[config.mk]
export PLATFORM = sky130hd
export DESIGN_NAME = rssi_neighbor_table_top
export DESIGN_NICKNAME = d
export VERILOG_FILES = /design/src/design/rnt_pkg.sv /design/src/design/rnt_entry_ram.sv /design/src/design/rssi_neighbor_table_top.sv
export SDC_FILE = /design/constraint.sdc
export NUM_CORES = 2
export LEC_CHECK = 0
export ABC_AREA = 1
export BUFFER_PORTS_ARGS = -buffer_cell sky130_fd_sc_hd__buf_2
export CAP_MARGIN = 20
export CORE_AREA = 2 2 377 379
export DETAILED_ROUTE_END_ITERATION = 8
export DIE_AREA = 0 0 379 381
export PLACE_DENSITY_LB_ADDON = 0.2
export SLEW_MARGIN = 5
export SYNTH_ARGS = -nofsm -noshare
export SYNTH_HDL_FRONTEND = slang
export SYNTH_HIERARCHICAL = 1
export SYNTH_SLANG_ARGS = --single-unit
[constraint.sdc]
create_clock -name clk -period 8.35 [get_ports clk]
set_clock_uncertainty 0.1 [all_clocks]
set_input_delay 0.835 -clock clk [delete_from_list [all_inputs] [get_ports clk]]
set_output_delay 0.835 -clock clk [all_outputs]
set_load 0.01 [all_outputs]
[src/design/rnt_pkg.sv]
`timescale 1ns / 1ps
// ----------------------------------------------------------------------------
// rnt_pkg
// Shared types and codes of the RSSI neighbor table: the stored entry layout,
// the result outcome codes and the configuration register indexes.
// ----------------------------------------------------------------------------
package rnt_pkg;

	typedef struct packed {
		logic [47:0]        addr;
		logic signed [7:0]  strength;
		logic [31:0]        seen;
	} entry_t;

	typedef logic [2:0] outcome_t;

	localparam outcome_t OC_SELF           = 3'd0;
	localparam outcome_t OC_WEAK_UNKNOWN   = 3'd1;
	localparam outcome_t OC_WEAK_REFRESHED = 3'd2;
	localparam outcome_t OC_UPDATED        = 3'd3;
	localparam outcome_t OC_ADDED          = 3'd4;
	localparam outcome_t OC_REPLACED       = 3'd5;
	localparam outcome_t OC_DROPPED        = 3'd6;
	localparam outcome_t OC_CLEANUP        = 3'd7;

	localparam logic [1:0] REG_OWN_MAC    = 2'd0;
	localparam logic [1:0] REG_THRESHOLD  = 2'd1;
	localparam logic [1:0] REG_TIMEOUT    = 2'd2;

	localparam logic [47:0]       OWN_MAC_RESET   = 48'd0;
	localparam logic signed [7:0] THRESHOLD_RESET = -8'sd80;
	localparam logic [31:0]       TIMEOUT_RESET   = 32'd5000;

endpackage

[src/design/rnt_entry_ram.sv]
`timescale 1ns / 1ps
// ----------------------------------------------------------------------------
// rnt_entry_ram
// Simple dual-port entry memory: one write port, one read port with a
// registered read.
// ----------------------------------------------------------------------------
module rnt_entry_ram #(
	parameter int DEPTH = 16,
	parameter int AW    = 4
) (
	input  logic            clk,
	input  logic            we,
	input  logic [AW-1:0]   waddr,
	input  rnt_pkg::entry_t wdata,
	input  logic [AW-1:0]   raddr,
	output rnt_pkg::entry_t rdata
);

	rnt_pkg::entry_t mem [DEPTH];

	always_ff @(posedge clk) begin
		if (we) begin
			mem[waddr] <= wdata;
		end
		rdata <= mem[raddr];
	end

endmodule

[src/design/rssi_neighbor_table_top.sv]
`timescale 1ns / 1ps
// ----------------------------------------------------------------------------
// rssi_neighbor_table_top
// Table of heard neighbors with address, signal strength and last-seen time,
// updated by observations and aged out by cleanup ticks.
// ----------------------------------------------------------------------------
// Input items arrive on the s_ stream: tuser carries the opcode (observation
// or cleanup tick), tdata the address, strength and current time. Each input
// transfer yields exactly one result on the m_ stream with the outcome, the
// slot touched, the number of freed entries and the active count.
// The entries live in a synchronous memory; the active bits sit in flops.
// An item reads every entry once, one per cycle, then decides and writes
// back at most one entry and loads its result; the block takes no new item
// until the previous result has been loaded.
// Reset clears all active bits, the active count and the handshake state,
// and loads the register defaults. If the receiver stalls, the result waits
// in the output register; the next item is accepted and processed, and it
// holds in its final step until the output register frees up.
// Configuration writes take effect at once; they are to be made while idle, which the block does not enforce.
// ----------------------------------------------------------------------------
module rssi_neighbor_table_top #(
	parameter int TABLE_ENTRIES = 16
) (
	input  logic        clk,
	input  logic        arst_n,
	// configuration
	input  logic        cfg_we,
	input  logic [1:0]  cfg_index,
	input  logic [47:0] cfg_wdata,
	// input stream
	input  logic        s_tvalid,
	output logic        s_tready,
	input  logic [87:0] s_tdata,   // mac[47:0], rssi[55:48], now_ms[87:56]
	input  logic        s_tuser,   // opcode
	// result stream
	output logic        m_tvalid,
	input  logic        m_tready,
	output logic [23:0] m_tdata    // outcome[2:0], slot[6:3], removed_count[11:7],
	                               // active_count[16:12], zero fill above
);

	import rnt_pkg::*;

	localparam int IW = (TABLE_ENTRIES > 1) ? $clog2(TABLE_ENTRIES) : 1;
	localparam int CW = $clog2(TABLE_ENTRIES + 1);
	localparam logic [IW-1:0] LAST_IDX = IW'(TABLE_ENTRIES - 1);

	typedef enum logic [2:0] {
		ST_IDLE,
		ST_SCAN,
		ST_DRAIN,
		ST_DECIDE,
		ST_EMIT
	} state_t;

	state_t state_q;

	// configuration
	logic [47:0]       own_mac_q;
	logic signed [7:0] thr_q;
	logic [31:0]       timeout_q;

	// captured item
	logic              opcode_q;
	logic [47:0]       mac_q;
	logic signed [7:0] rssi_q;
	logic [31:0]       now_q;

	// scan control and results
	logic [IW-1:0]           idx_q;
	logic                    rd_vld_s1;
	logic [IW-1:0]           rd_idx_s1;
	logic [TABLE_ENTRIES-1:0] active_q;
	logic [CW-1:0]           cnt_q;
	logic [CW-1:0]           removed_q;
	logic                    hit_found_q;
	logic [IW-1:0]           hit_idx_q;
	logic signed [7:0]       hit_str_q;
	logic                    free_found_q;
	logic [IW-1:0]           free_idx_q;
	logic [IW-1:0]           weak_idx_q;
	logic signed [7:0]       weak_str_q;

	// decision results
	outcome_t      res_outcome_q;
	logic [IW-1:0] res_slot_q;

	entry_t rd_entry;

	// decision logic
	outcome_t      dec_outcome;
	logic          dec_write;
	logic          dec_add;
	logic [IW-1:0] dec_idx;
	entry_t        dec_entry;

	logic          cur_active;
	logic          cur_match;
	logic [31:0]   cur_age;
	logic          cur_expired;
	logic [6:0]    slot_wide;
	logic [6:0]    removed_wide;
	logic [6:0]    active_wide;

	assign s_tready = (state_q == ST_IDLE);

	rnt_entry_ram #(
		.DEPTH(TABLE_ENTRIES),
		.AW   (IW)
	) u_ram (
		.clk  (clk),
		.we   (state_q == ST_DECIDE && dec_write),
		.waddr(dec_idx),
		.wdata(dec_entry),
		.raddr(idx_q),
		.rdata(rd_entry)
	);

	always_comb begin
		cur_active  = active_q[rd_idx_s1];
		cur_match   = cur_active && (rd_entry.addr == mac_q);
		cur_age     = now_q - rd_entry.seen;
		cur_expired = cur_active && (cur_age > timeout_q);
	end

	always_comb begin
		dec_outcome = OC_CLEANUP;
		dec_write   = 1'b0;
		dec_add     = 1'b0;
		dec_idx     = hit_idx_q;
		dec_entry   = '{addr: mac_q, strength: rssi_q, seen: now_q};
		if (opcode_q) begin
			dec_outcome = OC_CLEANUP;
		end else if (mac_q == own_mac_q) begin
			dec_outcome = OC_SELF;
		end else if (rssi_q < thr_q) begin
			if (hit_found_q) begin
				dec_outcome        = OC_WEAK_REFRESHED;
				dec_write          = 1'b1;
				dec_entry.strength = hit_str_q;
			end else begin
				dec_outcome = OC_WEAK_UNKNOWN;
			end
		end else if (hit_found_q) begin
			dec_outcome = OC_UPDATED;
			dec_write   = 1'b1;
		end else if (free_found_q) begin
			dec_outcome = OC_ADDED;
			dec_write   = 1'b1;
			dec_add     = 1'b1;
			dec_idx     = free_idx_q;
		end else if (rssi_q > weak_str_q) begin
			dec_outcome = OC_REPLACED;
			dec_write   = 1'b1;
			dec_idx     = weak_idx_q;
		end else begin
			dec_outcome = OC_DROPPED;
		end
	end

	// Results are masked to their field widths for wide tables.
	assign slot_wide    = 7'(res_slot_q);
	assign removed_wide = 7'(removed_q);
	assign active_wide  = 7'(cnt_q);

	always_ff @(posedge clk or negedge arst_n) begin
		if (!arst_n) begin
			state_q       <= ST_IDLE;
			own_mac_q     <= OWN_MAC_RESET;
			thr_q         <= THRESHOLD_RESET;
			timeout_q     <= TIMEOUT_RESET;
			idx_q         <= '0;
			rd_vld_s1     <= 1'b0;
			rd_idx_s1     <= '0;
			active_q      <= '0;
			cnt_q         <= '0;
			removed_q     <= '0;
			hit_found_q   <= 1'b0;
			hit_idx_q     <= '0;
			hit_str_q     <= '0;
			free_found_q  <= 1'b0;
			free_idx_q    <= '0;
			weak_idx_q    <= '0;
			weak_str_q    <= '0;
			res_outcome_q <= OC_SELF;
			res_slot_q    <= '0;
			m_tvalid      <= 1'b0;
		end else begin
			if (cfg_we) begin
				unique case (cfg_index)
					REG_OWN_MAC:   own_mac_q <= cfg_wdata;
					REG_THRESHOLD: thr_q     <= cfg_wdata[7:0];
					REG_TIMEOUT:   timeout_q <= cfg_wdata[31:0];
					default: ;
				endcase
			end

			// A result loaded in the emit state replaces the one leaving.
			if (m_tvalid && m_tready && state_q != ST_EMIT) begin
				m_tvalid <= 1'b0;
			end

			rd_vld_s1 <= (state_q == ST_SCAN);
			rd_idx_s1 <= idx_q;

			// One entry is examined per cycle as its read data returns.
			if (rd_vld_s1) begin
				if (cur_match && !hit_found_q) begin
					hit_found_q <= 1'b1;
					hit_idx_q   <= rd_idx_s1;
					hit_str_q   <= rd_entry.strength;
				end
				if (!cur_active && !free_found_q) begin
					free_found_q <= 1'b1;
					free_idx_q   <= rd_idx_s1;
				end
				if (rd_idx_s1 == '0 || rd_entry.strength < weak_str_q) begin
					weak_idx_q <= rd_idx_s1;
					weak_str_q <= rd_entry.strength;
				end
				if (opcode_q && cur_expired) begin
					active_q[rd_idx_s1] <= 1'b0;
					cnt_q               <= cnt_q - 1'b1;
					removed_q           <= removed_q + 1'b1;
				end
			end

			unique case (state_q)
				ST_IDLE: begin
					if (s_tvalid) begin
						idx_q        <= '0;
						hit_found_q  <= 1'b0;
						free_found_q <= 1'b0;
						removed_q    <= '0;
						state_q      <= ST_SCAN;
					end
				end
				ST_SCAN: begin
					if (idx_q == LAST_IDX) begin
						state_q <= ST_DRAIN;
					end else begin
						idx_q <= idx_q + 1'b1;
					end
				end
				ST_DRAIN: begin
					state_q <= ST_DECIDE;
				end
				ST_DECIDE: begin
					if (dec_add) begin
						active_q[dec_idx] <= 1'b1;
						cnt_q             <= cnt_q + 1'b1;
					end
					res_outcome_q <= dec_outcome;
					res_slot_q    <= dec_write ? dec_idx : '0;
					state_q       <= ST_EMIT;
				end
				ST_EMIT: begin
					if (!m_tvalid || m_tready) begin
						m_tvalid <= 1'b1;
						state_q  <= ST_IDLE;
					end
				end
				default: state_q <= ST_IDLE;
			endcase
		end
	end

	always_ff @(posedge clk) begin
		if (state_q == ST_IDLE && s_tvalid) begin
			opcode_q <= s_tuser;
			mac_q    <= s_tdata[47:0];
			rssi_q   <= s_tdata[55:48];
			now_q    <= s_tdata[87:56];
		end
		if (state_q == ST_EMIT && (!m_tvalid || m_tready)) begin
			m_tdata <= {7'd0, active_wide[4:0], removed_wide[4:0], slot_wide[3:0],
				res_outcome_q};
		end
	end

endmodule
==> flow_metrics.tcl <==
set metrics [dict create \
    setup_viol 0 \
    ys_seq_elements 1766 \
    gr-usage-all-layers_pct 28.0 \
    outcome "finished clean" \
    synth_common_cells "nand2_1 (2312), edfxtp_1 (1514), inv_1 (1307)" \
    path_class "reg2reg" \
    setup_tns_ns 0 \
    synth_area_leader_cell "edfxtp_1" \
    grt_pass1_vias 48900 \
    cp_common_cell "nand2_1" \
    dieArea_um2 144000 \
    worst_slew_pin_slew_ns 1.21 \
    stdcell_count 9643 \
    hold_violations 0 \
    fp.dieH_um 381 \
    post-route-util_pct 60.4 \
    port_buffers 162 \
    synth.avg_cell_area_um2 10.2 \
    netlist_top_cells_area "edfxtp_1 (59%), nand2_1 (11%), nand3_1 (7.2%)" \
    power_uw 26200 \
    cp-end-kind "register" \
    grt-ovfl-total 0 \
    clkTransAtPathRegs_ns 0.06 \
    crit_path_start_kind "register" \
    maxCapViolations 0 \
    grt_max_degree 195 \
    rsz0062_at_grt "false" \
    ioPinCount 170 \
    synth.distinct_cells 62 \
    synth_flop_cell "edfxtp_1" \
    wl_um 202000 \
    cp_cell_sequence "xnor2_1 -> nand2_1 -> nor2_1 -> nand2_1 -> nor2_1 -> nand3_2 -> nand2_4 -> nor2_4 -> nand2_4 -> nand2_1 -> nand2_2 -> nand3_1 -> nor2_4 -> buf_4 -> buf_4" \
    maxSlewViolCount 0 \
    min_path_type "in2reg" \
    drc 0 \
    place.gp.congestion 0.880 \
    relSlewSlack_pct 19.4 \
    viasPerCell 5.42 \
    drive_above_1_share_pct 7.69 \
    cts_tree "yes" \
    synth_area_um2 76700 \
    ant_nets 0 \
    cts_buffers 179 \
    dp_slack_ns 3.06 \
    cts-resized-gates 0 \
    clk_latency_ns 0.82 \
    fin_crit_ns 5.29 \
    grt_pass1_wl_um 302000 \
    p_leak_uw 0.0369 \
    max_freq_ghz 0.189 \
    hpwl_um 110000 \
    synth_top_area_share_pct 59.3 \
    drtIter0Drc 5831 \
    critPathMaxStageDelay_ns 0.85 \
    die_w_um 379 \
    cp.required_ns 8.69 \
    crit_fanout 52 \
    ir_drop_uv 282 \
    synthArstFlopShare_pct 9.29 \
    yosysMostFrequentCell "nand2_1" \
    cts_buffer_depth 3 \
    layout_setup_ws_ns 3.06 \
    ys_seq_area_share_pct 67.0 \
    num_vias 52200 \
    h-tree-depth 4 \
    synth_edf_count 1514 \
    dr.pass1.iters 6 \
    yosys_warnings 6 \
    dp.cells 9297 \
    slowest_stage "buf_4" \
    cts_setup_buffers 0 \
    area_growth_pct 10.8 \
    worst-endpoint-arrival_ns 5.63 \
    antenna_found_initial 17 \
    finalCritPeriodShare_pct 63.4 \
    p_per_area_nw_per_um2 309 \
    initial_core_util_pct 54.5 \
    wl_per_cell_um 21.0 \
    row_count 138 \
    synth_cells 7489 \
    hold_buffers 1 \
    root_buffer "clkbuf_16" \
    nNetsFinal 7825 \
    cts_sinks 1766 \
    core_area_um2 141000 \
]
-- metal layers --
| layer | GRT usage, % | wire [µm] |
|---|---|---|
| met5 | 0 | 80 |
| met4 | 8.88 | 5630 |
| met3 | 4.90 | 19200 |
| met2 | 43.0 | 91800 |
| met1 | 40.9 | 85400 |
-- worst paths after layout --
kind                                from                to  slack, ns  depth (start not counted)
min                          s_tdata[83]         now_q[27]       0.09                          1
min reg2reg                res_slot_q[1]        m_tdata[4]       0.36                          0
max                            mac_q[42]  u_ram/mem[7][36]       3.06                         15
max reg2reg                    mac_q[42]  u_ram/mem[7][36]       3.06                         15
min in group asynchronous         arst_n          cnt_q[3]       0.50                          2
max in group asynchronous         arst_n          idx_q[3]       6.24                          3
-- state kept, by name, summed over array words and instances, names as in the netlist, 5 cells and up --
signal and flops:
weak_str_q 8, u_ram/mem 1408, u_ram/rdata 88, hit_str_q 8, cnt_q 5, own_mac_q 48, active_q 16, m_tdata 17
mac_q 48, rssi_q 8, removed_q 5, timeout_q 32, now_q 32, thr_q 8
-- through the flow --
step	cell area [µm²]	hold slack (ns)
2_1_floorplan	76700	0.303
3_3_place_gp	79300	0.335
3_5_place_dp	79300	0.340
4_1_cts	84900	0.0338
5_1_grt	84900	0.0579
6_report	84900	0.0906
-- cell usage in the layout, fill, tap and decap left out, types with 9 or more instances in the layout --
master	n
o21ai_0	115
mux2_2	15
o21ai_1	17
nand3_1	1095
a22oi_1	9
xor2_1	34
inv_1	1306
buf_4	54
nand4_1	22
inv_6	12
ha_1	89
clkbuf_1	65
clkbuf_8	21
edfxtp_1	1514
nand2_2	9
a21oi_1	79
buf_2	161
nor2_1	86
dfxtp_1	88
clkinv_1	28
clkinv_2	28
buf_12	19
dfrtp_1	152
o22ai_1	13
nand2_1	2312
clkbuf_16	180
xnor2_1	42
nor3_1	18
inv_2	20
o31ai_1	11
nor2_4	22
-- cell families after synthesis --
kind of cell / Yosys count / share of synthesized area [%]
simple gates: 3603 / 19.9
flops: 1766 / 67.0
buf+inv: 1656 / 8.52
compound gates: 282 / 2.08
fa+ha+maj: 90 / 1.48
xor+xnor: 76 / 0.868
mux: 15 / 0.220
other cells: 1 / 0.00489
-- worst max-delay path, delay by kind of cell (launching register included) --
kind / cells / cell delay [ns]
buf+inv: 2 / 1.62
simple gates: 12 / 2.22
flops: 1 / 0.68
xor+xnor: 1 / 0.18
-- layout make-up --
| cell class | count | area [µm²] |
|---|---|---|
| inverter | 1335 | 5040 |
| multi-input combinational | 4073 | 19000 |
| antenna | 5 | 12.5 |
| tap | 1890 | 2360 |
| fill | 11400 | 55600 |
| clock buffer | 265 | 5020 |
| sequential | 1766 | 51400 |
| clock inverter | 73 | 546 |
| timing repair buffer | 236 | 1620 |
-- power by group --
group	switching, µW	internal [µW]	leakage (µW)
sequential	665	10500	0.0164
combinational	5150	2280	0.0177
clock	3320	4330	0.00273
total	9140	17100	0.0369
Note: power is estimated with default switching activity, not from simulation.
